===== src/rtl/core/ggvc_pkg.sv =====
package ggvc_pkg;

    localparam int CORDIC_STEPS = 17;
    localparam int ROOT_STEPS   = 32;
    localparam int DIV_STEPS    = 15;

    localparam logic signed [20:0] PI_Q16     = 21'sd205887;
    localparam logic signed [18:0] PI_Q13     = 19'sd25736;
    localparam logic signed [18:0] TWO_PI_Q13 = 19'sd51472;

    // floor(2^17 / 10); the quotient it gives is low by at most one.
    localparam logic [13:0] RECIP10 = 14'd13107;

    localparam logic [14:0] RST_MAX_LINEAR = 15'd2949;
    localparam logic [14:0] RST_MAX_TURN   = 15'd5120;
    localparam logic [30:0] RST_ARRIVE     = 31'd14418;
    localparam logic [30:0] RST_SLOWDOWN   = 31'd65536;
    localparam logic [30:0] RST_KEEP_AWAY  = 31'd81920;
    localparam logic [14:0] RST_ALIGNED    = 15'd1475;
    localparam logic [2:0]  RST_NEGATE     = 3'd6;

    localparam logic [1:0] DS_DRIVE     = 2'd0;
    localparam logic [1:0] DS_NOT_READY = 2'd1;
    localparam logic [1:0] DS_ARRIVED   = 2'd2;
    localparam logic [1:0] DS_SEPARATE  = 2'd3;

    localparam logic [2:0] REG_MAX_LINEAR = 3'd0;
    localparam logic [2:0] REG_MAX_TURN   = 3'd1;
    localparam logic [2:0] REG_ARRIVE     = 3'd2;
    localparam logic [2:0] REG_SLOWDOWN   = 3'd3;
    localparam logic [2:0] REG_KEEP_AWAY  = 3'd4;
    localparam logic [2:0] REG_ALIGNED    = 3'd5;
    localparam logic [2:0] REG_NEGATE     = 3'd6;

    typedef struct packed {
        logic signed [31:0] own_x;
        logic signed [31:0] own_y;
        logic signed [15:0] own_heading;
        logic signed [31:0] peer_x;
        logic signed [31:0] peer_y;
        logic signed [31:0] goal_x;
        logic signed [31:0] goal_y;
        logic signed [31:0] anchor_x;
        logic signed [31:0] anchor_y;
        logic [3:0]         valid_bits;
    } t_in_item;

    typedef struct packed {
        logic signed [15:0] linear_speed;
        logic signed [15:0] turn_rate;
        logic [1:0]         drive_status;
    } t_out_item;

    typedef struct packed {
        logic [14:0] max_linear_speed;
        logic [14:0] max_turn_rate;
        logic [30:0] arrive_radius;
        logic [30:0] slowdown_radius;
        logic [30:0] keep_away_radius;
        logic [14:0] aligned_window;
        logic [2:0]  negate_flags;
    } t_cfg;

    typedef enum logic [4:0] {
        OP_IDLE, OP_LOAD, OP_PREP, OP_STOP, OP_SQ_A, OP_SQ_B, OP_ROOT, OP_KEEP_D,
        OP_CINIT, OP_CSTEP, OP_ERR, OP_MAG_MUL, OP_MAG_FIX, OP_LIN_MUL,
        OP_DIV_INIT, OP_DIV_STEP, OP_LIN_FIN
    } t_op;

    typedef enum logic [4:0] {
        S_IDLE, S_PREP, S_SQ_A, S_SQ_B, S_ROOT, S_DGOAL, S_DPEER, S_CINIT,
        S_CSTEP, S_ERR, S_MAG_MUL, S_MAG_FIX, S_LIN_MUL, S_DIV_INIT, S_DIV,
        S_LIN_FIN, S_OUT
    } t_state;

    typedef struct packed {
        t_op        op;
        logic       peer;
        logic [1:0] code;
        logic [4:0] idx;
    } t_cmd;

    typedef struct packed {
        logic ready;
        logic near_goal;
        logic near_peer;
        logic peer_check;
    } t_stat;

    // Arctangent of 2^-i in units of 2^-16 rad.
    function automatic logic signed [20:0] atan_entry(input logic [4:0] i);
        logic signed [20:0] v;
        case (i)
            5'd0:    v = 21'sd51472;
            5'd1:    v = 21'sd30386;
            5'd2:    v = 21'sd16055;
            5'd3:    v = 21'sd8150;
            5'd4:    v = 21'sd4091;
            5'd5:    v = 21'sd2047;
            5'd6:    v = 21'sd1024;
            5'd7:    v = 21'sd512;
            5'd8:    v = 21'sd256;
            5'd9:    v = 21'sd128;
            5'd10:   v = 21'sd64;
            5'd11:   v = 21'sd32;
            5'd12:   v = 21'sd16;
            5'd13:   v = 21'sd8;
            5'd14:   v = 21'sd4;
            5'd15:   v = 21'sd2;
            5'd16:   v = 21'sd1;
            default: v = 21'sd0;
        endcase
        return v;
    endfunction

endpackage


===== src/rtl/core/ggvc_ctrl.sv =====
module ggvc_ctrl (
    input  logic            i_clk,
    input  logic            i_rst_n,
    input  logic            i_in_valid,
    output logic            o_in_stall,
    output logic            o_out_valid,
    input  logic            i_out_stall,
    input  ggvc_pkg::t_stat i_stat,
    output ggvc_pkg::t_cmd  o_cmd
);
    import ggvc_pkg::*;

    localparam logic [4:0] ROOT_LAST   = 5'(ROOT_STEPS - 1);
    localparam logic [4:0] CORDIC_LAST = 5'(CORDIC_STEPS - 1);
    localparam logic [4:0] DIV_LAST    = 5'(DIV_STEPS - 1);

    t_state     r_state, n_state;
    logic [4:0] r_cnt, n_cnt;
    logic       r_peer, n_peer;

    always_ff @(posedge i_clk) begin
        if (!i_rst_n) begin
            r_state <= S_IDLE;
            r_cnt   <= 5'd0;
            r_peer  <= 1'b0;
        end else begin
            r_state <= n_state;
            r_cnt   <= n_cnt;
            r_peer  <= n_peer;
        end
    end

    assign o_in_stall = (r_state != S_IDLE);

    always_comb begin
        n_state     = r_state;
        n_cnt       = r_cnt;
        n_peer      = r_peer;
        o_out_valid = 1'b0;
        o_cmd       = '{op: OP_IDLE, peer: r_peer, code: DS_DRIVE, idx: r_cnt};
        case (r_state)
            S_IDLE: begin
                if (i_in_valid) begin
                    o_cmd.op = OP_LOAD;
                    n_state  = S_PREP;
                end
            end
            S_PREP: begin
                if (!i_stat.ready) begin
                    o_cmd.op   = OP_STOP;
                    o_cmd.code = DS_NOT_READY;
                    n_state    = S_OUT;
                end else begin
                    o_cmd.op = OP_PREP;
                    n_peer   = 1'b0;
                    n_state  = S_SQ_A;
                end
            end
            S_SQ_A: begin
                o_cmd.op = OP_SQ_A;
                n_state  = S_SQ_B;
            end
            S_SQ_B: begin
                o_cmd.op = OP_SQ_B;
                n_cnt    = 5'd0;
                n_state  = S_ROOT;
            end
            S_ROOT: begin
                o_cmd.op = OP_ROOT;
                n_cnt    = r_cnt + 5'd1;
                if (r_cnt == ROOT_LAST) begin
                    n_state = r_peer ? S_DPEER : S_DGOAL;
                end
            end
            S_DGOAL: begin
                if (i_stat.near_goal) begin
                    o_cmd.op   = OP_STOP;
                    o_cmd.code = DS_ARRIVED;
                    n_state    = S_OUT;
                end else begin
                    o_cmd.op = OP_KEEP_D;
                    if (i_stat.peer_check) begin
                        n_peer  = 1'b1;
                        n_state = S_SQ_A;
                    end else begin
                        n_state = S_CINIT;
                    end
                end
            end
            S_DPEER: begin
                if (i_stat.near_peer) begin
                    o_cmd.op   = OP_STOP;
                    o_cmd.code = DS_SEPARATE;
                    n_state    = S_OUT;
                end else begin
                    n_state = S_CINIT;
                end
            end
            S_CINIT: begin
                o_cmd.op = OP_CINIT;
                n_cnt    = 5'd0;
                n_state  = S_CSTEP;
            end
            S_CSTEP: begin
                o_cmd.op = OP_CSTEP;
                n_cnt    = r_cnt + 5'd1;
                if (r_cnt == CORDIC_LAST) begin
                    n_state = S_ERR;
                end
            end
            S_ERR: begin
                o_cmd.op = OP_ERR;
                n_state  = S_MAG_MUL;
            end
            S_MAG_MUL: begin
                o_cmd.op = OP_MAG_MUL;
                n_state  = S_MAG_FIX;
            end
            S_MAG_FIX: begin
                o_cmd.op = OP_MAG_FIX;
                n_state  = S_LIN_MUL;
            end
            S_LIN_MUL: begin
                o_cmd.op = OP_LIN_MUL;
                n_state  = S_DIV_INIT;
            end
            S_DIV_INIT: begin
                o_cmd.op = OP_DIV_INIT;
                n_cnt    = 5'd0;
                n_state  = S_DIV;
            end
            S_DIV: begin
                o_cmd.op = OP_DIV_STEP;
                n_cnt    = r_cnt + 5'd1;
                if (r_cnt == DIV_LAST) begin
                    n_state = S_LIN_FIN;
                end
            end
            S_LIN_FIN: begin
                o_cmd.op = OP_LIN_FIN;
                n_state  = S_OUT;
            end
            S_OUT: begin
                o_out_valid = 1'b1;
                if (!i_out_stall) begin
                    n_state = S_IDLE;
                end
            end
            default: n_state = S_IDLE;
        endcase
    end

    a_accept_starts: assert property (@(posedge i_clk) disable iff (!i_rst_n)
        (r_state == S_IDLE && i_in_valid) |=> (r_state == S_PREP))
        else $error("accepted transfer did not start the sequence");

    a_one_item: assert property (@(posedge i_clk) disable iff (!i_rst_n)
        o_out_valid |-> o_in_stall)
        else $error("input taken while a result is pending");

    a_cordic_index: assert property (@(posedge i_clk) disable iff (!i_rst_n)
        (r_state == S_CSTEP) |-> (r_cnt <= CORDIC_LAST))
        else $error("rotation index out of range");

    a_result_done: assert property (@(posedge i_clk) disable iff (!i_rst_n)
        (o_out_valid && !i_out_stall) |=> (r_state == S_IDLE))
        else $error("controller did not return to idle after a transfer");

endmodule


===== config.mk =====
export PLATFORM = sky130hd
export DESIGN_NAME = ggvc_ctrl
export DESIGN_NICKNAME = d
export VERILOG_FILES = /design/src/rtl/core/ggvc_pkg.sv /design/src/rtl/core/ggvc_ctrl.sv
export SDC_FILE = /design/constraint.sdc
export NUM_CORES = 1
export LEC_CHECK = 0
export BUFFER_PORTS_ARGS = -buffer_cell sky130_fd_sc_hd__buf_2
export CAP_MARGIN = 40
export CORE_MARGIN = 2
export CORE_UTILIZATION = 40
export DETAILED_ROUTE_END_ITERATION = 12
export GPL_ROUTABILITY_DRIVEN = 0
export REMOVE_ABC_BUFFERS = 1
export SYNTH_ARGS = -nofsm -noshare
export SYNTH_HDL_FRONTEND = slang
export SYNTH_SLANG_ARGS = --single-unit
export TNS_END_PERCENT = 10

===== constraint.sdc =====
create_clock -name i_clk -period 2.4 [get_ports i_clk]
set_input_delay 0.12 -clock i_clk [delete_from_list [all_inputs] [get_ports i_clk]]
set_output_delay 0.12 -clock i_clk [all_outputs]
set_load 0.005 [all_outputs]

Word-level counts from Yosys, hierarchy flattened
Index checks and enable logic that the tools add are counted.
{"block": "word_totals", "register_bits": 11, "latchBits": 0, "mem_bits_rw": 0, "rom_bits": 0, "out_inout_bits": 15, "elab_cells": 65, "memories": 0}
{"block": "op_classes", "n_addsub": 1, "multipliers": 0, "div": 0, "n_lt_le_gt_ge": 0, "eq_ne": 27, "shift": 0, "muxes": 26, "bitwise_logic": 0, "n_reduce_logical": 8}
{"op": "one-hot mux 5 bit (17 select lines)", "n": 1}
{"op": "one-hot mux 5 bit (16 select lines)", "n": 1}
{"op": "equality test 5 x 4 -> 1 bit, second input constant", "n": 9}
{"op": "two-way mux 5 bit", "n": 8}
{"op": "equality test 5 x 3 -> 1 bit, second input constant", "n": 4}
{"op": "!= test 2 bit, second input constant", "n": 8}
{"op": "equality test 5 bit, second input constant", "n": 3}
{"op": "equality test 5 x 2 -> 1 bit, second input constant", "n": 2}
{"op": "one-hot mux 5 bit (2 select lines)", "n": 1}
{"op": "two-way mux 2 bit", "n": 4}
{"op": "two-way mux 1 bit", "n": 7}
{"op": "two-way mux 3 bit", "n": 2}
{"op": "one-hot mux 2 bit (3 select lines)", "n": 1}
{"op": "OR reduction 3 bit", "n": 2}
{"op": "adder 5 x 1 -> 5 bit, second input constant", "n": 1}
{"op": "equality test 5 x 1 -> 1 bit, second input constant", "n": 1}
{"op": "zero test 5 bit", "n": 1}
{"op": "AND reduction 5 bit", "n": 1}
{"op": "nonzero test 5 bit", "n": 1}
{"op": "AND reduction 4 bit", "n": 1}
{"op": "nonzero test 2 bit", "n": 2}
{"op": "one-hot mux 1 bit (2 select lines)", "n": 1}

Longest topological paths before layout
Gate-level depths: netlist (run 1).
{"block": "depth", "word_depth": 3, "ltp_mapped": 7}

Worst setup path after synthesis (run 1)
No wires, ideal clock.
{"block": "synth_path", "path_kind": "reg2reg", "from": "register r_state[1]", "to": "register r_cnt[3]", "setup_ns": 0.117, "arrival_time_ns": 1.352, "path_slack_ns": 0.930, "stages_incl_launch_ff": 6, "path_buffers": 1, "cell_sequence": "dfxtp_1 > buf_4 > nor2_1 > a211oi_1 > a311o_1 > a32o_1"}
{"block": "synth_between", "elab_chain_len": 3}
{"element": "start: declaration", "line_no": "ggvc_ctrl.sv:17", "source": "t_state r_state, n_state;"}
{"element": "start signal: assignment", "line_no": "ggvc_ctrl.sv:27", "source": "r_state <= n_state;"}
{"element": "equality test 5 x 4 -> 1 bit, or another cell as far along", "line_no": "ggvc_ctrl.sv:41", "source": "case (r_state)"}
{"element": "OR reduction 3 bit (no line)"}
{"element": "one-hot mux 5 bit (2 select lines) / nonzero test 2 bit (equally long branches)"}
{"element": "end signal: assignment", "line_no": "ggvc_ctrl.sv:28", "source": "r_cnt <= n_cnt;"}
{"element": "end: declaration", "line_no": "ggvc_ctrl.sv:18", "source": "logic [4:0] r_cnt, n_cnt;"}
Several ways; a longest one is shown, not always the timed one.
A chain may end at the register's enable or synchronous reset.

==> results of run 1 <==
==> power by group through the flow <==
stage          Clock (mW)  Sequential [mW]  Combinational [mW]
3_3_place_gp            0            0.210              0.0915
5_1_grt             0.147            0.210               0.102
3_5_place_dp            0            0.211              0.0915
6_report            0.135            0.207              0.0922
4_1_cts             0.139            0.207              0.0919
2_1_floorplan           0            0.208              0.0554
==> metal layers <==
layer	GRT usage, %	vias to the layer above
met4	3.42	0
li1	-	487
met3	5.00	0
met5	0	-
met1	21.7	450
met2	28.3	23
==> how the worst max path moves through the flow <==
stage                     slack, ns  depth (start not counted)                     from                    end
after floorplan                0.72                          4  r_state[0]$_SDFFE_PN0P_  r_cnt[3]$_SDFFE_PN0P_
after global placement         0.52                          4  r_state[0]$_SDFFE_PN0P_  r_cnt[4]$_SDFFE_PN0P_
after detailed placement       0.47                          4  r_state[0]$_SDFFE_PN0P_  r_cnt[1]$_SDFFE_PN0P_
after CTS                      0.32                          5  r_state[1]$_SDFFE_PN0P_              o_cmd[10]
after global routing           0.09                          5  r_state[1]$_SDFFE_PN0P_              o_cmd[10]
final                          0.35                          5  r_state[1]$_SDFFE_PN0P_              o_cmd[10]
==> cell usage in the layout, fill, tap and decap left out, drive strengths merged, types with 2 or more instances in the layout <==
master    n
buf      24
or3       2
nor2      8
nor3b     3
dfxtp    11
inv       5
xor2      2
a211oi    2
xnor2     2
and2      3
a31oi     3
a32o      3
nor4b     2
nand2b    5
a2111oi   2
a21oi     7
o21ai     6
nor2b     3
clkbuf    3
a21boi    3
or3b      2
nand3     2
and3      2
ha        4
nand2    10
a31o      2
nor3      2
==> worst max-delay path, delay by kind of cell (launching register included) <==
family                 cells  cell delay (ns)
AO/OA/AOI/OAI              2             0.47
buffers and inverters      1             0.19
flip-flops                 1             0.75
AND/OR/NAND/NOR            2             0.25
==> cells in the mapped netlist, drive strengths merged, types with 4 or more instances <==
master | instances | area share (%)
inv | 5 | 1.9
o21ai | 6 | 3.0
dfxtp | 11 | 22
ha | 4 | 5.0
nand2b | 5 | 3.1
a21oi | 7 | 3.5
nand2 | 10 | 3.8
nor2 | 8 | 3.0
buf | 10 | 7.3
==> sequential cells by signal, indices dropped and copies added, names as in the netlist <==
register and count:
r_state 5, r_peer 1, r_cnt 5
==> through the flow <==
step                std cells  total power, mW  util, %  hold slack (ns)
floorplan                 111            0.263        -            0.237
global placement          165            0.302     44.7            0.398
detailed placement        165            0.303     44.7            0.421
CTS                       169            0.438     45.8            0.131
global route              169            0.459     45.8            0.151
finish                    169            0.435     45.8            0.129
==> logic make-up (layout without fill, tap and decap cells) <==
group                      after synthesis  after routing
xor gates and xnor gates                 4              4
adders and majority gates                4              4
and+or+nand+nor                         49             49
buffers and inverters                   17             33
muxes                                    1              1
DFF                                     11             11
AOI/OAI and AO/OA                       37             37
==> area by class of cell <==
cell class	instances	area (sq um)	area share (%)
tap	30	37.5	3.40
sequential	11	220	20.0
timing repair buffer	24	125	11.3
multi-input combinational	95	674	61.1
inverter	5	18.8	1.70
clock inverter	1	5.00	0.454
clock buffer	3	22.5	2.04
==> out/qor.yml, run 1 <==
final_layout:
  final_nets: 152
  diodes: 0
  drive_gt1_share_pct: 24.5
  fillers: 251
  area_growth_pct: 11.1
  design_area_sq_um: 1100
grt:
  grt_pass1_vias: 793
  grt_pass1_wl_um: 3570
  grt.overflow.total: 0
  grtUsageTotal_pct: 17.0
  antenna_found_initial: 0
  grt_start_max_net_pins: 23
timing:
  fin_crit_sh_pct: 85.2
  worstMarginPinSlew_ns: 0.693
  max_freq_mhz: 489
  setup_viol: 0
  fin_skew_ns: 0.00222
  min_period_ns: 2.05
  slew_violations: 0
  setup_ws_ns: 0.354
  rsz0062_at_grt: "no"
  timing.slew.headroom_pct: 53.7
  hold_violations: 0
  setup_tns_ns: 0
power:
  combPwrFrac_pct: 21.2
  leakage_nw: 0.469
  switching_share_pct: 32.6
  powerDensity_nw_per_um2: 394
  ir_drop_v: 0.000270
  p_clk_share_pct: 31.2
  p_seq_share_pct: 47.6
  intPower_uw: 293
  switchingPower_uw: 142
worst_setup_path:
  critPathMaxStageDelay_ns: 0.75
  crit_path_top_delay_cell: "dfxtp_1"
  critPathArrivalTime_ns: 1.93
  path_class: "flop to primary output"
  path_max_fanout: 21
  cp.required_ns: 2.28
  reg2reg_slack_ns: 0.45
  r2r_cells: 4
  reg2reg_to: "r_cnt[1]$_SDFFE_PN0P_"
  r2r_start: "r_state[0]$_SDFFE_PN0P_"
  startpoint_type: "flop"
  cp_cell_sequence: "nor2b_1 > nand2_1 > a21oi_1 > a2111oi_0 > buf_2"
  end_kind: "primary output"
route:
  drtAntennaViolNets: 0
  dr_wl_met3_um: 131
  wl_met2_um: 1110
  vias: 960
  wl_per_cell_um: 13.8
  drtIter0Drc: 31
  route.detailed.drc: 0
  drt-pass1-iter-count: 5
  routed_wl_um: 2340
  top_layer_used: "met3"
  vias_per_cell: 5.68
  m1WireLength_um: 1090
placed_design:
  place_area_sq_um: 1080
  portBuffers: 22
  dpl.hpwl_um: 1720
  dp_slack_ns: 0.471
die:
  start_util_pct: 41.2
  die-width_um: 53.8
  io_pins: 23
  die_height_um: 53.8
  core-area_sq_um: 2410
  fp-row-count: 18
  die_area_sq_um: 2900
min_path:
  hold_path_class: "primary input to flop"
  holdPathStages: 3
  worstHoldStart: "i_out_stall"
  holdPathEnd: "r_state[4]$_SDFFE_PN0P_"
synth:
  synth_fa_ha_area_share_pct: 5.04
  synth_edf_count: 0
  ys_ff_latch: 11
  synth_top_family_by_area: "simple AND/OR/NAND/NOR gates"
  synth-simple-area-share_pct: 29.6
  ys_seq_area_share_pct: 22.2
  syn_avg_cell_area_sq_um: 8.08
  synth_area_sq_um: 993
  synth.area.mux_share_pct: 1.01
  synth.distinct_cells: 50
  syn_inst: 123
  yosys_warnings: 0
  synthArstFlopShare_pct: 0
  synthXorXnorAreaFrac_pct: 4.28
  synth_flop_cell: "dfxtp_1"
  synth_compound_area_share_pct: 28.0
clock_tree:
  clk_latency_ns: 0.28
  post_cts_buffers: 0
  cts_hold_buf: 0
  cts_tree: "yes"
  clock-sinks: 11
  clk_transition_reported_paths_ns: 0.08
  cts.repair.resized: 0
  clockBufferDepth: 2
  cts_buffers: 3
  cts_root_buffer: "clkbuf_4"
  htreeDepth: 1
flow_run:
  cap_violations: 0
run_status:
  status: "finished clean"
(Power assumes the default switching activity.)
==> inputs of run 2 (changes only) <==
Settings changed: CORE_UTILIZATION 40 to 57, PLACE_DENSITY from default to 0.84.
==> run 2 against run 1 <==
Clock-buffer cell count up 1. Register-to-register slack better by 0.02 ns. Total power down 3.4%. Worst hold slack better by 0.0051 ns. Critical endpoint unchanged. Highest routed layer is now met4.
==> out/qor.yml, run 2 (synthesis results as in run 1) <==
grt:
  grt.overflow.total: 0
  grt_pass1_wl_um: 3450
  grt_start_max_net_pins: 23
  grtUsageTotal_pct: 22.6
  grt_pass1_vias: 762
  antenna_found_initial: 0
timing:
  setup_tns_ns: 0
  fin_skew_ns: 0.00803
  timing.slew.headroom_pct: 52.6
  hold_violations: 0
  fin_crit_sh_pct: 83.0
  setup_viol: 0
  slew_violations: 0
  min_period_ns: 1.99
  worstMarginPinSlew_ns: 0.710
  max_freq_mhz: 502
  rsz0062_at_grt: "no"
die:
  start_util_pct: 58.8
  die_area_sq_um: 2090
  fp-row-count: 15
  die-width_um: 45.8
  io_pins: 23
  core-area_sq_um: 1690
  die_height_um: 45.8
worst_setup_path:
  critPathArrivalTime_ns: 1.87
  cp_cell_sequence: "nor2b_1 > nand2_1 > a21oi_1 > a2111oi_0 > buf_2"
  startpoint_type: "flop"
  path_max_fanout: 21
  critPathMaxStageDelay_ns: 0.75
  end_kind: "primary output"
  cpLargestDelayFamily: "flip-flops"
  path_class: "flop to primary output"
  critPathBufInv: 1
  cp.required_ns: 2.28
  crit_path_top_delay_cell: "dfxtp_1"
final_layout:
  final_util_pct: 63.9
  drive_gt1_share_pct: 23.2
  final_nets: 151
  final_common_cell: "buf_2"
  layout_common_cells: "buf_2, dfxtp_1, nand2_1"
  largestRegisters: "r_cnt (5), r_state (5), r_peer (1)"
  diodes: 0
  fillers: 153
  final-instance-count-excl-fill: 155
  area_growth_pct: 8.56
power:
  ir_drop_v: 0.000326
  leakage_nw: 0.461
  powerDensity_nw_per_um2: 389
clock_tree:
  clk_transition_reported_paths_ns: 0.07
  post_cts_buffers: 0
  htreeDepth: 1
  cts_buffers: 3
  clock-sinks: 11
  cts_tree: "yes"
  clk_latency_ns: 0.27
  cts_hold_buf: 0
  cts.repair.resized: 0
  cts_root_buffer: "clkbuf_4"
  clockBufferDepth: 2
route:
  vias: 961
  drt-pass1-iter-count: 4
  route.detailed.drc: 0
  wl_per_cell_um: 13.7
  drtIter0Drc: 25
  routed_wl_um: 2120
  vias_per_cell: 6.20
  drtAntennaViolNets: 0
run_status:
  status: "finished clean"
placed_design:
  portBuffers: 22
  dp_cells: 151
  dpl.hpwl_um: 1570
min_path:
  hold_path_class: "primary input to flop"
flow_run:
  cap_violations: 0
[run 2: cell type report]
type                            instances  area [sq um]  area share, %
Tap cell                               17          21.3           1.97
Clock buffer                            4          26.3           2.44
Sequential cell                        11           220           20.4
Timing Repair Buffer                   23           118           10.9
Inverter                                5          18.8           1.74
Multi-Input combinational cell         95           674           62.5
[run 2: path summary, 6_finish.rpt]
kind,startpoint,to,slack [ns],cells after the start
worst max-delay path,r_state[1]$_SDFFE_PN0P_,o_cmd[10],0.41,5
worst min-delay path,i_out_stall,r_state[4]$_SDFFE_PN0P_,0.13,3
worst max register to register,r_state[0]$_SDFFE_PN0P_,r_cnt[4]$_SDFFE_PN0P_,0.47,4
worst min register to register,r_cnt[0]$_SDFFE_PN0P_,r_cnt[0]$_SDFFE_PN0P_,0.57,1
[run 2: layer usage]
metal | GRT usage, % | vias to the layer above | routed length [um]
met1 | 31.6 | 440 | 989
li1 | - | 483 | -
met2 | 32.7 | 34 | 969
met3 | 6.35 | 4 | 126
met5 | 0 | - | 0
met4 | 9.14 | 0 | 32
[run 2: metrics by stage]
stage	cell area, sq um	setup slack (ns)	power, mW	hold WS (ns)
2_1_floorplan	913	0.720	0.263	0.237
6_report	1080	0.409	0.420	0.134
3_5_place_dp	1050	0.490	0.300	0.419
3_3_place_gp	1050	0.574	0.297	0.406
4_1_cts	1080	0.398	0.425	0.135
5_1_grt	1080	0.228	0.447	0.138
[run 2: worst reg2reg max path, cell delays in order, from the launching register on]
cell and delay (ns):
dfxtp_1 0.78, and2_1 0.28, a211oi_1 0.07, a311o_1 0.41, a32o_1 0.28
[run 2: power by group]
part           switching, mW  internal [mW]
clock network         0.0591         0.0643
logic                 0.0441         0.0428
registers             0.0226          0.187
