$ cat src/rtl/core/ggvc_pkg.sv
package ggvc_pkg;

    localparam int CORDIC_STEPS = 17;
    localparam int ROOT_STEPS   = 32;
    localparam int DIV_STEPS    = 15;

    localparam logic signed [20:0] PI_Q16     = 21'sd205887;
    localparam logic signed [18:0] PI_Q13     = 19'sd25736;
    localparam logic signed [18:0] TWO_PI_Q13 = 19'sd51472;

    // floor(2^17 / 10); the quotient it gives is low by at most one.
    localparam logic [13:0] RECIP10 = 14'd13107;

    localparam logic [14:0] RST_MAX_LINEAR = 15'd2949;
    localparam logic [14:0] RST_MAX_TURN   = 15'd5120;
    localparam logic [30:0] RST_ARRIVE     = 31'd14418;
    localparam logic [30:0] RST_SLOWDOWN   = 31'd65536;
    localparam logic [30:0] RST_KEEP_AWAY  = 31'd81920;
    localparam logic [14:0] RST_ALIGNED    = 15'd1475;
    localparam logic [2:0]  RST_NEGATE     = 3'd6;

    localparam logic [1:0] DS_DRIVE     = 2'd0;
    localparam logic [1:0] DS_NOT_READY = 2'd1;
    localparam logic [1:0] DS_ARRIVED   = 2'd2;
    localparam logic [1:0] DS_SEPARATE  = 2'd3;

    localparam logic [2:0] REG_MAX_LINEAR = 3'd0;
    localparam logic [2:0] REG_MAX_TURN   = 3'd1;
    localparam logic [2:0] REG_ARRIVE     = 3'd2;
    localparam logic [2:0] REG_SLOWDOWN   = 3'd3;
    localparam logic [2:0] REG_KEEP_AWAY  = 3'd4;
    localparam logic [2:0] REG_ALIGNED    = 3'd5;
    localparam logic [2:0] REG_NEGATE     = 3'd6;

    typedef struct packed {
        logic signed [31:0] own_x;
        logic signed [31:0] own_y;
        logic signed [15:0] own_heading;
        logic signed [31:0] peer_x;
        logic signed [31:0] peer_y;
        logic signed [31:0] goal_x;
        logic signed [31:0] goal_y;
        logic signed [31:0] anchor_x;
        logic signed [31:0] anchor_y;
        logic [3:0]         valid_bits;
    } t_in_item;

    typedef struct packed {
        logic signed [15:0] linear_speed;
        logic signed [15:0] turn_rate;
        logic [1:0]         drive_status;
    } t_out_item;

    typedef struct packed {
        logic [14:0] max_linear_speed;
        logic [14:0] max_turn_rate;
        logic [30:0] arrive_radius;
        logic [30:0] slowdown_radius;
        logic [30:0] keep_away_radius;
        logic [14:0] aligned_window;
        logic [2:0]  negate_flags;
    } t_cfg;

    typedef enum logic [4:0] {
        OP_IDLE, OP_LOAD, OP_PREP, OP_STOP, OP_SQ_A, OP_SQ_B, OP_ROOT, OP_KEEP_D,
        OP_CINIT, OP_CSTEP, OP_ERR, OP_MAG_MUL, OP_MAG_FIX, OP_LIN_MUL,
        OP_DIV_INIT, OP_DIV_STEP, OP_LIN_FIN
    } t_op;

    typedef enum logic [4:0] {
        S_IDLE, S_PREP, S_SQ_A, S_SQ_B, S_ROOT, S_DGOAL, S_DPEER, S_CINIT,
        S_CSTEP, S_ERR, S_MAG_MUL, S_MAG_FIX, S_LIN_MUL, S_DIV_INIT, S_DIV,
        S_LIN_FIN, S_OUT
    } t_state;

    typedef struct packed {
        t_op        op;
        logic       peer;
        logic [1:0] code;
        logic [4:0] idx;
    } t_cmd;

    typedef struct packed {
        logic ready;
        logic near_goal;
        logic near_peer;
        logic peer_check;
    } t_stat;

    // Arctangent of 2^-i in units of 2^-16 rad.
    function automatic logic signed [20:0] atan_entry(input logic [4:0] i);
        logic signed [20:0] v;
        case (i)
            5'd0:    v = 21'sd51472;
            5'd1:    v = 21'sd30386;
            5'd2:    v = 21'sd16055;
            5'd3:    v = 21'sd8150;
            5'd4:    v = 21'sd4091;
            5'd5:    v = 21'sd2047;
            5'd6:    v = 21'sd1024;
            5'd7:    v = 21'sd512;
            5'd8:    v = 21'sd256;
            5'd9:    v = 21'sd128;
            5'd10:   v = 21'sd64;
            5'd11:   v = 21'sd32;
            5'd12:   v = 21'sd16;
            5'd13:   v = 21'sd8;
            5'd14:   v = 21'sd4;
            5'd15:   v = 21'sd2;
            5'd16:   v = 21'sd1;
            default: v = 21'sd0;
        endcase
        return v;
    endfunction

endpackage

$ cat src/rtl/core/ggvc_regs.sv
module ggvc_regs (
    input  logic          i_clk,
    input  logic          i_rst_n,
    input  logic          psel,
    input  logic          penable,
    input  logic          pwrite,
    input  logic [4:0]    paddr,
    input  logic [31:0]   pwdata,
    output logic [31:0]   prdata,
    output logic          pready,
    output ggvc_pkg::t_cfg o_cfg
);
    import ggvc_pkg::*;

    t_cfg       r_cfg;
    logic [2:0] idx;
    logic       wr;

    assign idx    = paddr[4:2];
    assign wr     = psel && penable && pwrite;
    assign pready = 1'b1;
    assign o_cfg  = r_cfg;

    always_ff @(posedge i_clk) begin
        if (!i_rst_n) begin
            r_cfg.max_linear_speed <= RST_MAX_LINEAR;
            r_cfg.max_turn_rate    <= RST_MAX_TURN;
            r_cfg.arrive_radius    <= RST_ARRIVE;
            r_cfg.slowdown_radius  <= RST_SLOWDOWN;
            r_cfg.keep_away_radius <= RST_KEEP_AWAY;
            r_cfg.aligned_window   <= RST_ALIGNED;
            r_cfg.negate_flags     <= RST_NEGATE;
        end else if (wr) begin
            case (idx)
                REG_MAX_LINEAR: r_cfg.max_linear_speed <= pwdata[14:0];
                REG_MAX_TURN:   r_cfg.max_turn_rate    <= pwdata[14:0];
                REG_ARRIVE:     r_cfg.arrive_radius    <= pwdata[30:0];
                REG_SLOWDOWN:   r_cfg.slowdown_radius  <= pwdata[30:0];
                REG_KEEP_AWAY:  r_cfg.keep_away_radius <= pwdata[30:0];
                REG_ALIGNED:    r_cfg.aligned_window   <= pwdata[14:0];
                REG_NEGATE:     r_cfg.negate_flags     <= pwdata[2:0];
                default: ;
            endcase
        end
    end

    always_comb begin
        case (idx)
            REG_MAX_LINEAR: prdata = {17'd0, r_cfg.max_linear_speed};
            REG_MAX_TURN:   prdata = {17'd0, r_cfg.max_turn_rate};
            REG_ARRIVE:     prdata = {1'b0, r_cfg.arrive_radius};
            REG_SLOWDOWN:   prdata = {1'b0, r_cfg.slowdown_radius};
            REG_KEEP_AWAY:  prdata = {1'b0, r_cfg.keep_away_radius};
            REG_ALIGNED:    prdata = {17'd0, r_cfg.aligned_window};
            REG_NEGATE:     prdata = {29'd0, r_cfg.negate_flags};
            default:        prdata = 32'd0;
        endcase
    end

endmodule

$ cat config.mk
export PLATFORM = sky130hd
export DESIGN_NAME = ggvc_regs
export DESIGN_NICKNAME = d
export VERILOG_FILES = /design/src/rtl/core/ggvc_pkg.sv /design/src/rtl/core/ggvc_regs.sv
export SDC_FILE = /design/constraint.sdc
export NUM_CORES = 1
export LEC_CHECK = 0
export BUFFER_PORTS_ARGS = -buffer_cell sky130_fd_sc_hd__clkbuf_2
export CAP_MARGIN = 25
export CORE_MARGIN = 10
export CORE_UTILIZATION = 50
export DETAILED_ROUTE_END_ITERATION = 8
export GPL_TIMING_DRIVEN = 0
export PLACE_DENSITY = 0.8
export SETUP_SLACK_MARGIN = 0.02
export SYNTH_ARGS = -nofsm -noshare
export SYNTH_HDL_FRONTEND = slang
export SYNTH_SLANG_ARGS = --single-unit
$ cat constraint.sdc
create_clock -name i_clk -period 1.7 [get_ports i_clk]
set_clock_uncertainty 0.1 [all_clocks]
set_input_delay 0.255 -clock i_clk [delete_from_list [all_inputs] [get_ports i_clk]]
set_output_delay 0.255 -clock i_clk [all_outputs]
set_load 0.02 [all_outputs]
After elaboration in Yosys (flattened, before gate mapping)
Cells that the tools add are included.
{"block": "totals", "wordCells": 24, "register_bits": 141, "in_bits": 42, "out_inout_bits": 174}
{"block": "classes", "n_eq_ne": 6, "n_mux": 1, "n_reduce_logical": 10}
{"operator": "$pmux 31 s7", "count": 1}
{"operator": "$reduce_and 2->1", "count": 7}
{"operator": "$eq 3x3->1 const B", "count": 3}
{"operator": "$eq 3x2->1 const B", "count": 2}
{"operator": "$eq 3x1->1 const B", "count": 1}
{"operator": "$logic_not 3->1", "count": 1}
{"operator": "$logic_and 1x1->1", "count": 2}

Depth between registers and ports, before layout
Gate-level depths: netlist of run 1.
{"block": "logic_depth", "depth_word": 3, "mapped_depth": 6, "depth_no_buf": 3}

Worst setup path before layout of run 1
No wires, ideal clock.
{"block": "synth_timing", "path_kind": "input port to output port", "from": "in paddr[3]", "to": "out prdata[4]", "cell_stages": 5, "path_buffers": 3, "arrival_ns": 1.337, "t_required_ns": 1.345, "slack_ns": 0.008, "path_cell_list": "buf_2 -> buf_2 -> buf_4 -> mux2i_1 -> o221ai_1"}
{"block": "synth_via", "elab_chain_cells": 2, "elab_cells_between_ends": 8, "cone_classes": "eq/ne: 6; mux: 1; reduce/logical: 1"}
{"element": "from (decl)", "line": "ggvc_regs.sv:7", "source": "input logic [4:0] paddr,"}
{"element": "$eq 3x3->1 (tied with other cells)", "line": "ggvc_regs.sv:48", "source": "case (idx)"}
{"element": "$pmux 31 s7 (*)", "line": "ggvc_regs.sv:48"}
{"element": "to (decl)", "line": "ggvc_regs.sv:9", "source": "output logic [31:0] prdata,"}
Every way passes the cells marked *; elsewhere a longest branch is shown, timed or not.

Worst setup path in the final report of run 1
{"block": "layout_timing", "from": "reg r_cfg, in the netlist o_cfg[81]", "to": "out prdata[1]"}
{"block": "layout_via", "elab_chain_cells": 1}
{"element": "from (decl)", "line": "ggvc_regs.sv:15", "source": "t_cfg r_cfg;"}
{"element": "$pmux 31 s7", "line": "ggvc_regs.sv:48"}
Every way passes these cells.

==> impl_metrics.env, run 1 <==
export IMPL_syn_area_per_cell_um2=9.59
export IMPL_vias=6426
export IMPL_wl_mm=25.7
export IMPL_hold_ws_ns=0.0230
export IMPL_antenna_found_initial=0
export IMPL_drt_antenna_violating_nets=0
export IMPL_path_class="reg -> out"
export IMPL_synthTopCellsByArea="dfxtp_1, mux2i_1, nand2_1"
export IMPL_crit_end="prdata[1]"
export IMPL_nNetsFinal=962
export IMPL_fmax_mhz=523
export IMPL_r2r_end="o_cfg[81]"
export IMPL_r2r_start="o_cfg[81]"
export IMPL_power_mw=8.64
export IMPL_critPathLaunchType="register"
export IMPL_port_buffers=209
export IMPL_yosysUniqueCellTypes=35
export IMPL_yosysWarnings=0
export IMPL_grt_first_pass_wirelength_mm=37.3
export IMPL_period_minus_slack_ns=1.91
export IMPL_synth_cells=661
export IMPL_cts_made_buffers=17
export IMPL_die_area_mm2=0.0176
export IMPL_detail_route_wl_per_cell_um=23.3
export IMPL_crit_fanout=2
export IMPL_root_buffer="clkbuf_16"
export IMPL_post_route_period_util_pct=112
export IMPL_drc=0
export IMPL_drv_slew=0
export IMPL_tightest_slew_ns=0.855
export IMPL_rsz0062_at_grt="true"
export IMPL_leakagePower_nw=4.30
export IMPL_clkTransAtPathRegs_ns=0.06
export IMPL_hpwl_mm=17.3
export IMPL_ys_flop_type="dfxtp_1"
export IMPL_synth_seq_area_share_pct=44.5
export IMPL_antenna_cells=0
export IMPL_vdd_drop_max_mv=0.610
export IMPL_hp_class="in -> reg"
export IMPL_grt_max_degree=17
export IMPL_required_ns=1.34
export IMPL_setup_violations_final=15
export IMPL_cts_sinks=141
export IMPL_yosysMostFrequentCell="mux2i_1"
export IMPL_synth_common_cells="mux2i_1, nand2_1, dfxtp_1"
export IMPL_crit_arrival_ns=1.56
export IMPL_gp_congestion=0.884
export IMPL_drtPass1Iterations=7
export IMPL_post_place_ws_ns=-0.805
export IMPL_area_growth_pct=44.3
export IMPL_ys_async_sr_fraction_pct=0
export IMPL_status="finished, violations left"
export IMPL_ff2ff_setup_slack_ns=0.76
export IMPL_vias_per_cell=5.82
export IMPL_cp_end_kind="output port"
export IMPL_core_area_mm2=0.0125
export IMPL_dpl_cell_area_mm2=0.00761
export IMPL_htree_num_levels=4
export IMPL_clk_latency_ns=0.42
export IMPL_worst_slack_ns=-0.212
export IMPL_rr_worst_depth=3
export IMPL_final_area_mm2=0.00915
export IMPL_max_slew_margin_pct=43.0
export IMPL_io_pins=216
export IMPL_largest_reg_flops=141
export IMPL_die_x_um=133
export IMPL_yosys_area_top_type_share_pct=44.5
export IMPL_synth_top_cell_by_area="dfxtp_1"
export IMPL_hp_start="pwdata[18]"
export IMPL_start_util_pct=50.6
export IMPL_ys_ff_latch=141
export IMPL_grt_pass1_vias=6406
export IMPL_final_cells=1105
export IMPL_drt_iter0_drc=743
export IMPL_gr_total_overflow=0
export IMPL_hold_viol=0
export IMPL_cellPowerDensity_mw_per_mm2=945
export IMPL_track_usage_pct=26.9
export IMPL_crit_start="o_cfg[81]"
export IMPL_syn_area_mm2=0.00634
export IMPL_layout_drive_gt1_share_pct=38.7
export IMPL_clock_path_buffers=2
export IMPL_failed_checks="setup timing"
export IMPL_synth_edf_count=0
export IMPL_rows=41
export IMPL_cts_tree="yes"
export IMPL_drv_cap=0
export IMPL_die_height_um=133
export IMPL_syn_num_nets=703
export IMPL_placedCellCount=1042
cell usage in the layout (no fill, tap or decap), types with 4 or more instances in the layout:
cell type    n
bufinv_16    6
or3_1        6
nor2b_1      8
mux2i_1    164
inv_1       11
o21ai_0     15
dfxtp_1    124
clkbuf_8    13
mux2_4       4
buf_2       14
o221ai_1     4
buf_4       48
dfxtp_2     17
o221ai_2     7
buf_12      10
nand3_1      9
clkbuf_1    23
o2bb2ai_1    9
a32oi_1      6
o2bb2ai_2    4
buf_6        8
nor2_1       5
clkbuf_2   176
buf_8        4
o211ai_1    13
nand2_1    154
clkbuf_16   18
mux2_2       8
area by class of cell:
cell class                      count  area (µm²)
Clock inverter                      9         201
Multi-Input combinational cell    453        3420
Timing Repair Buffer              241        1480
Fill cell                         946        3370
Tap cell                          172         215
Sequential cell                   141        2840
Buffer                             55         429
Inverter                           11        41.3
Clock buffer                       23         508
where the power goes:
| part | internal, mW | leakage (nW) | switching (mW) |
|---|---|---|---|
| Sequential | 3.33 | 1.14 | 0.0254 |
| Clock | 2.99 | 0.346 | 1.46 |
| Combinational | 0.322 | 2.81 | 0.509 |
cell families (layout without fill, tap and decap cells):
family	count (synthesis)	count (layout)	synth area share (%)
flip-flops	141	141	44.5
AO/OA/AOI/OAI	72	72	8.66
other	2	2	0.118
AND/OR/NAND/NOR	200	200	13.4
multiplexers	179	179	28.5
buffers and inverters	67	339	4.78
per-layer routing:
| layer | global-route usage (%) | vias up | part of all wire (%) |
|---|---|---|---|
| met1 | 33.2 | 3090 | 40 |
| met3 | 8.44 | 50 | 11 |
| met4 | 10.4 | 0 | 2.0 |
| met5 | 0 | - | 0 |
| met2 | 42.8 | 456 | 47 |
| li1 | - | 2830 | - |
critical path: stages (launching register included):
cell      delay, ns
dfxtp_2        0.33
mux2_2         0.26
a32oi_1        0.15
o211ai_1       0.19
buf_4          0.21
metrics by stage:
stage	util (%)	setup TNS (ns)
floorplan	-	0
global placement	60.8	-24.07
detailed placement	60.8	-26.12
CTS	69.8	-1.28
global route	73.1	-1.81
finish	73.1	-1.24
worst min path at each step:
stage / endpoint / slack, ns / cells past startpoint
after global routing: o_cfg[11] / 0.04 / 3
after floorplan: o_cfg[96] / 0.30 / 2
after detailed placement: o_cfg[103] / 0.36 / 2
after global placement: o_cfg[80] / 0.36 / 2
final: o_cfg[36] / 0.02 / 3
after CTS: o_cfg[36] / 0.02 / 3
what timing repair did:
item | in CTS | in global routing
resized for setup | 93 | 81
cloned | 0 | 1
pin swaps | 9 | 4
endpoints found under the setup margin | 31 | 31
setup buffers | 16 | 13
endpoints found under the hold margin | 2 | 0
hold buffers | 2 | 0
Power figures use the tool's default switching activity.
==> run 2, diff against run 1 <==
--- a/config.mk
+++ b/config.mk
@@ -11,6 +11,7 @@
 export CORE_UTILIZATION = 50
 export DETAILED_ROUTE_END_ITERATION = 8
 export GPL_TIMING_DRIVEN = 0
+export HOLD_SLACK_MARGIN = 0.08
 export PLACE_DENSITY = 0.8
 export SETUP_SLACK_MARGIN = 0.02
 export SYNTH_ARGS = -nofsm -noshare
==> run 2 against run 1 <==
Net effect:
- clock power about the same
- combinational power increased by 8.9%
- non-clock buffer count is 30 higher
- sequential cell count unchanged
- maximum frequency down 1.4%
- clock-buffer cell count stayed put
- final cell count increased by 2.7%
- the run still ends with setup timing left
- sequential share of layout area shrank 1.1 points
- die area unchanged
- final area increased by 3.7%
- largest cell class unchanged
- highest routed layer unchanged
- setup slack worse by 0.026 ns
==> impl_metrics.env, run 2 (synthesized netlist as in run 1, its figures left out) <==
export IMPL_antenna_cells=0
export IMPL_setup_tns_ns=-1.37
export IMPL_core_area_mm2=0.0125
export IMPL_cts_made_buffers=17
export IMPL_gp_congestion=0.884
export IMPL_crit_path_frequent_cell="buf_4"
export IMPL_r2r_start="o_cfg[81]"
export IMPL_crit_family="buffers and inverters"
export IMPL_htree_num_levels=4
export IMPL_die_x_um=133
export IMPL_power_internal_mw=6.70
export IMPL_cts_tree="yes"
export IMPL_rsz0062_at_grt="true"
export IMPL_post_place_ws_ns=-0.805
export IMPL_crit_end="prdata[0]"
export IMPL_drc=0
export IMPL_track_usage_pct=27.5
export IMPL_largest_reg_flops=141
export IMPL_grt_pass1_vias=6614
export IMPL_detail_route_wl_per_cell_um=24.2
export IMPL_start_util_pct=50.6
export IMPL_post_route_period_util_pct=114
export IMPL_vdd_drop_max_mv=0.603
export IMPL_slowest_delay_ns=0.26
export IMPL_drt_antenna_violating_nets=0
export IMPL_hold_viol=0
export IMPL_fmax_mhz=516
export IMPL_worst_slack_ns=-0.238
export IMPL_required_ns=1.34
export IMPL_grt_first_pass_wirelength_mm=38.3
export IMPL_r2r_end="o_cfg[81]"
export IMPL_p_sw_mw=2.03
export IMPL_antenna_found_initial=0
export IMPL_hpwl_mm=17.3
export IMPL_grt_max_degree=17
export IMPL_crit_start="paddr[4]"
export IMPL_path_buf_inv=5
export IMPL_swShare_pct=23.2
export IMPL_power_mw=8.72
export IMPL_cellPowerDensity_mw_per_mm2=920
export IMPL_die_height_um=133
export IMPL_area_growth_pct=49.6
export IMPL_vias=6768
export IMPL_drv_cap=0
export IMPL_hp_class="in -> reg"
export IMPL_clock_path_buffers=2
export IMPL_rr_worst_depth=3
export IMPL_drtPass1Iterations=8
export IMPL_rows=41
export IMPL_max_slew_margin_pct=41.2
export IMPL_clk_latency_ns=0.42
export IMPL_critPathLaunchType="input pin"
export IMPL_setup_violations_final=15
export IMPL_port_buffers=209
export IMPL_cp_depth=8
export IMPL_wl_mm=27.4
export IMPL_gr_total_overflow=0
export IMPL_tightest_slew_ns=0.882
export IMPL_final_util_pct=75.8
export IMPL_vias_per_cell=5.96
export IMPL_leakagePower_nw=4.43
export IMPL_io_pins=216
export IMPL_root_buffer="clkbuf_16"
export IMPL_crit_fanout=10
export IMPL_cts_sinks=141
export IMPL_final_cells=1135
export IMPL_status="finished, violations left"
export IMPL_critPathSlowestCell="a32oi_1"
export IMPL_drt_iter0_drc=815
export IMPL_layout_drive_gt1_share_pct=38.0
export IMPL_placedCellCount=1042
export IMPL_clkTransAtPathRegs_ns=0.06
export IMPL_path_cells="clkbuf_2 > buf_4 > buf_4 > nor2_4 > buf_4 > a32oi_1 > o211ai_1 > buf_4"
export IMPL_ff2ff_setup_slack_ns=0.71
export IMPL_comb_power_share_pct=10.4
export IMPL_seqPwrFrac_pct=38.5
export IMPL_path_class="in -> out"
export IMPL_mostFrequentLayoutCells="clkbuf_2, mux2i_1, nand2_1"
export IMPL_final_common_cell="clkbuf_2"
export IMPL_crit_arrival_ns=1.58
export IMPL_die_area_mm2=0.0176
export IMPL_failed_checks="setup timing"
export IMPL_drv_slew=0
export IMPL_period_minus_slack_ns=1.94
export IMPL_cp_end_kind="output port"
export IMPL_power_share_clock_pct=51.1
export IMPL_nNetsFinal=992
run 2: cell count changes in the layout (fill, tap and decap cells not counted), sizes merged:
| cell | previous run | this run |
|---|---|---|
| clkbuf | 233 | 235 |
| buf | 84 | 85 |
| dlygate4sd3 | 2 | 29 |
run 2: layout make-up:
class                           count  area (µm²)
Clock buffer                       23         508
Clock inverter                      9         201
Buffer                             54         420
Sequential cell                   141        2840
Inverter                           11        41.3
Fill cell                         877        3030
Timing Repair Buffer              272        1820
Tap cell                          172         215
Multi-Input combinational cell    453        3430
run 2: power by group through the flow:
stage	Sequential, mW	Combinational (mW)	Clock, mW
3_5_place_dp	3.43	0.641	0
3_3_place_gp	3.43	0.637	0
2_1_floorplan	3.46	0.348	0
4_1_cts	3.36	0.774	4.44
5_1_grt	3.36	0.939	4.58
6_report	3.36	0.905	4.46
run 2: repair_timing:
| action | CTS | global route |
|---|---|---|
| gates cloned | 0 | 4 |
| resized for setup | 93 | 89 |
| buffers inserted | 16 | 14 |
| endpoints found under the setup margin | 31 | 31 |
| hold buffers | 29 | 0 |
| pin swaps | 9 | 4 |
| endpoints found under the hold margin | 73 | 0 |
run 2: worst min path at each step:
| stage | from | end | slack (ns) | depth (start not counted) |
|---|---|---|---|---|
| global placement | o_cfg[80] | o_cfg[80] | 0.36 | 2 |
| global route | pwdata[3] | o_cfg[114] | 0.13 | 3 |
| floorplan | pwdata[16] | o_cfg[96] | 0.30 | 2 |
| detailed placement | o_cfg[103] | o_cfg[103] | 0.36 | 2 |
| finish | pwdata[5] | o_cfg[131] | 0.14 | 3 |
| CTS | pwdata[3] | o_cfg[114] | 0.13 | 3 |
run 2: per-stage QoR:
step,hold WS (ns),cell area (µm²)
floorplan,0.297,6350
global placement,0.356,7610
detailed placement,0.364,7610
CTS,0.127,9010
global route,0.131,9490
finish,0.136,9490
run 2: metal layers:
layer  track usage (%)  routed length, µm
met1              33.5              10500
met2              44.3              12500
met3              8.21               3310
met4              11.4               1190
met5                 0                  0
run 2: tightest hold or removal path: cells and delay by family:
family,cells,cell delay (ns)
buffers and inverters,1,0.08
and+or+nand+nor,1,0.18
muxes,1,0.10
==> run 3, diff against run 2 <==
--- a/config.mk
+++ b/config.mk
@@ -12,8 +12,9 @@
 export DETAILED_ROUTE_END_ITERATION = 8
 export GPL_TIMING_DRIVEN = 0
 export HOLD_SLACK_MARGIN = 0.08
-export PLACE_DENSITY = 0.8
+export PLACE_DENSITY = 0.91
 export SETUP_SLACK_MARGIN = 0.02
+export SKIP_CTS_REPAIR_TIMING = 1
 export SYNTH_ARGS = -nofsm -noshare
 export SYNTH_HDL_FRONTEND = slang
 export SYNTH_SLANG_ARGS = --single-unit
==> run 3 against run 2 <==
Net effect:
- the flow still finishes with violations (setup timing)
- first-iteration DRC count shrank 26%
- global-route usage is 1.5 points lower
- utilization fell by 5.5 points
- sequential share of layout area up 2.3 points
- sequential power about the same
- die area unchanged
- final area is 7.2% lower
- critical path type unchanged
- highest routed layer unchanged
==> impl_metrics.env, run 3 (synthesized netlist as in run 1, its figures left out) <==
export IMPL_status="finished, violations left"
export IMPL_failed_checks="setup timing"
export IMPL_start_util_pct=50.6
export IMPL_power_share_clock_pct=48.0
export IMPL_cellPowerDensity_mw_per_mm2=904
export IMPL_critPathLaunchType="input pin"
export IMPL_detail_route_wl_per_cell_um=22.8
export IMPL_htree_num_levels=4
export IMPL_power_internal_mw=6.03
export IMPL_antenna_cells=0
export IMPL_track_usage_pct=26.1
export IMPL_nNetsFinal=962
export IMPL_grt_pass1_vias=6286
export IMPL_hp_class="in -> reg"
export IMPL_final_util_pct=70.3
export IMPL_seqPwrFrac_pct=42.2
export IMPL_drt_antenna_violating_nets=0
export IMPL_grt_first_pass_wirelength_mm=36.3
export IMPL_drt_iter0_drc=604
export IMPL_drtPass1Iterations=5
export IMPL_cts_tree="yes"
export IMPL_final_common_cell="clkbuf_2"
export IMPL_power_mw=7.96
export IMPL_die_area_mm2=0.0176
export IMPL_hold_ws_ns=0.0539
export IMPL_gr_total_overflow=0
export IMPL_post_place_ws_ns=-0.842
export IMPL_antenna_found_initial=0
export IMPL_dpl_cell_area_mm2=0.00761
export IMPL_hpwl_mm=17.5
export IMPL_tightest_slew_ns=0.814
export IMPL_max_slew_margin_pct=45.7
export IMPL_die_height_um=133
export IMPL_layout_drive_gt1_share_pct=35.2
export IMPL_required_ns=1.34
export IMPL_grt_max_degree=17
export IMPL_mostFrequentLayoutCells="clkbuf_2, mux2i_1, nand2_1"
export IMPL_root_buffer="clkbuf_16"
export IMPL_post_route_period_util_pct=111
export IMPL_core_area_mm2=0.0125
export IMPL_gp_congestion=0.877
export IMPL_hold_viol=0
export IMPL_drc=0
export IMPL_fmax_mhz=532
export IMPL_rows=41
export IMPL_crit_fanout=10
export IMPL_clkTransAtPathRegs_ns=0.06
export IMPL_path_class="in -> out"
export IMPL_wl_mm=25.2
export IMPL_setup_tns_ns=-1.93
export IMPL_fillCellCount=958
export IMPL_port_buffers=209
export IMPL_leakagePower_nw=4.12
export IMPL_period_minus_slack_ns=1.88
export IMPL_die_x_um=133
export IMPL_cts_sinks=141
export IMPL_largest_reg_flops=141
export IMPL_final_area_mm2=0.00880
export IMPL_p_sw_mw=1.93
export IMPL_cts_made_buffers=17
export IMPL_clock_path_buffers=2
export IMPL_placedCellCount=1042
export IMPL_rsz0062_at_grt="true"
export IMPL_clk_latency_ns=0.41
export IMPL_comb_power_share_pct=9.8
export IMPL_vias_per_cell=5.75
export IMPL_worst_slack_ns=-0.179
export IMPL_area_growth_pct=38.8
export IMPL_cp_end_kind="output port"
export IMPL_final_cells=1103
export IMPL_drv_slew=0
export IMPL_io_pins=216
export IMPL_swShare_pct=24.3
export IMPL_drv_cap=0
export IMPL_vias=6342
export IMPL_crit_arrival_ns=1.52
export IMPL_vdd_drop_max_mv=0.697
export IMPL_setup_violations_final=15
[run 3: final cells by class]
cell class              count  area (µm²)  area share [%]
clock inverters            10         139            1.58
clock buffers              20         467            5.30
well taps                 172         215            2.44
flip-flops and latches    141        2840            32.3
inverters                  11        41.3           0.469
repair buffers            241        1390            15.7
plain buffers              55         375            4.26
multi-input cells         453        3340            37.9
[run 3: worst paths after layout]
path                    from          to  slack [ns]  depth (start not counted)
setup / recovery    paddr[4]  prdata[11]       -0.18                          6
hold / removal    pwdata[30]   o_cfg[48]        0.05                          3
setup reg to reg  o_cfg[120]  o_cfg[120]        0.84                          2
hold reg to reg    o_cfg[80]   o_cfg[80]        0.37                          2
[run 3: worst max-delay path, cell delays in order]
cell      delay [ns]
clkbuf_2        0.11
buf_4           0.18
inv_1           0.24
nand2_2         0.25
o221ai_1        0.27
clkbuf_2        0.22
[run 3: power groups by stage]
| stage | combinational, mW | clock [mW] | sequential [mW] |
|---|---|---|---|
| 6_report | 0.779 | 3.82 | 3.36 |
| 5_1_grt | 0.816 | 3.96 | 3.36 |
| 4_1_cts | 0.643 | 3.83 | 3.36 |
| 3_5_place_dp | 0.639 | 0 | 3.43 |
| 3_3_place_gp | 0.631 | 0 | 3.43 |
| 2_1_floorplan | 0.348 | 0 | 3.46 |
[run 3: metal layers]
metal	wire length [µm]	global-route usage, %
met2	12100	43.1
met1	9670	30.5
met4	718	10.3
met5	0	0
met3	2670	8.67
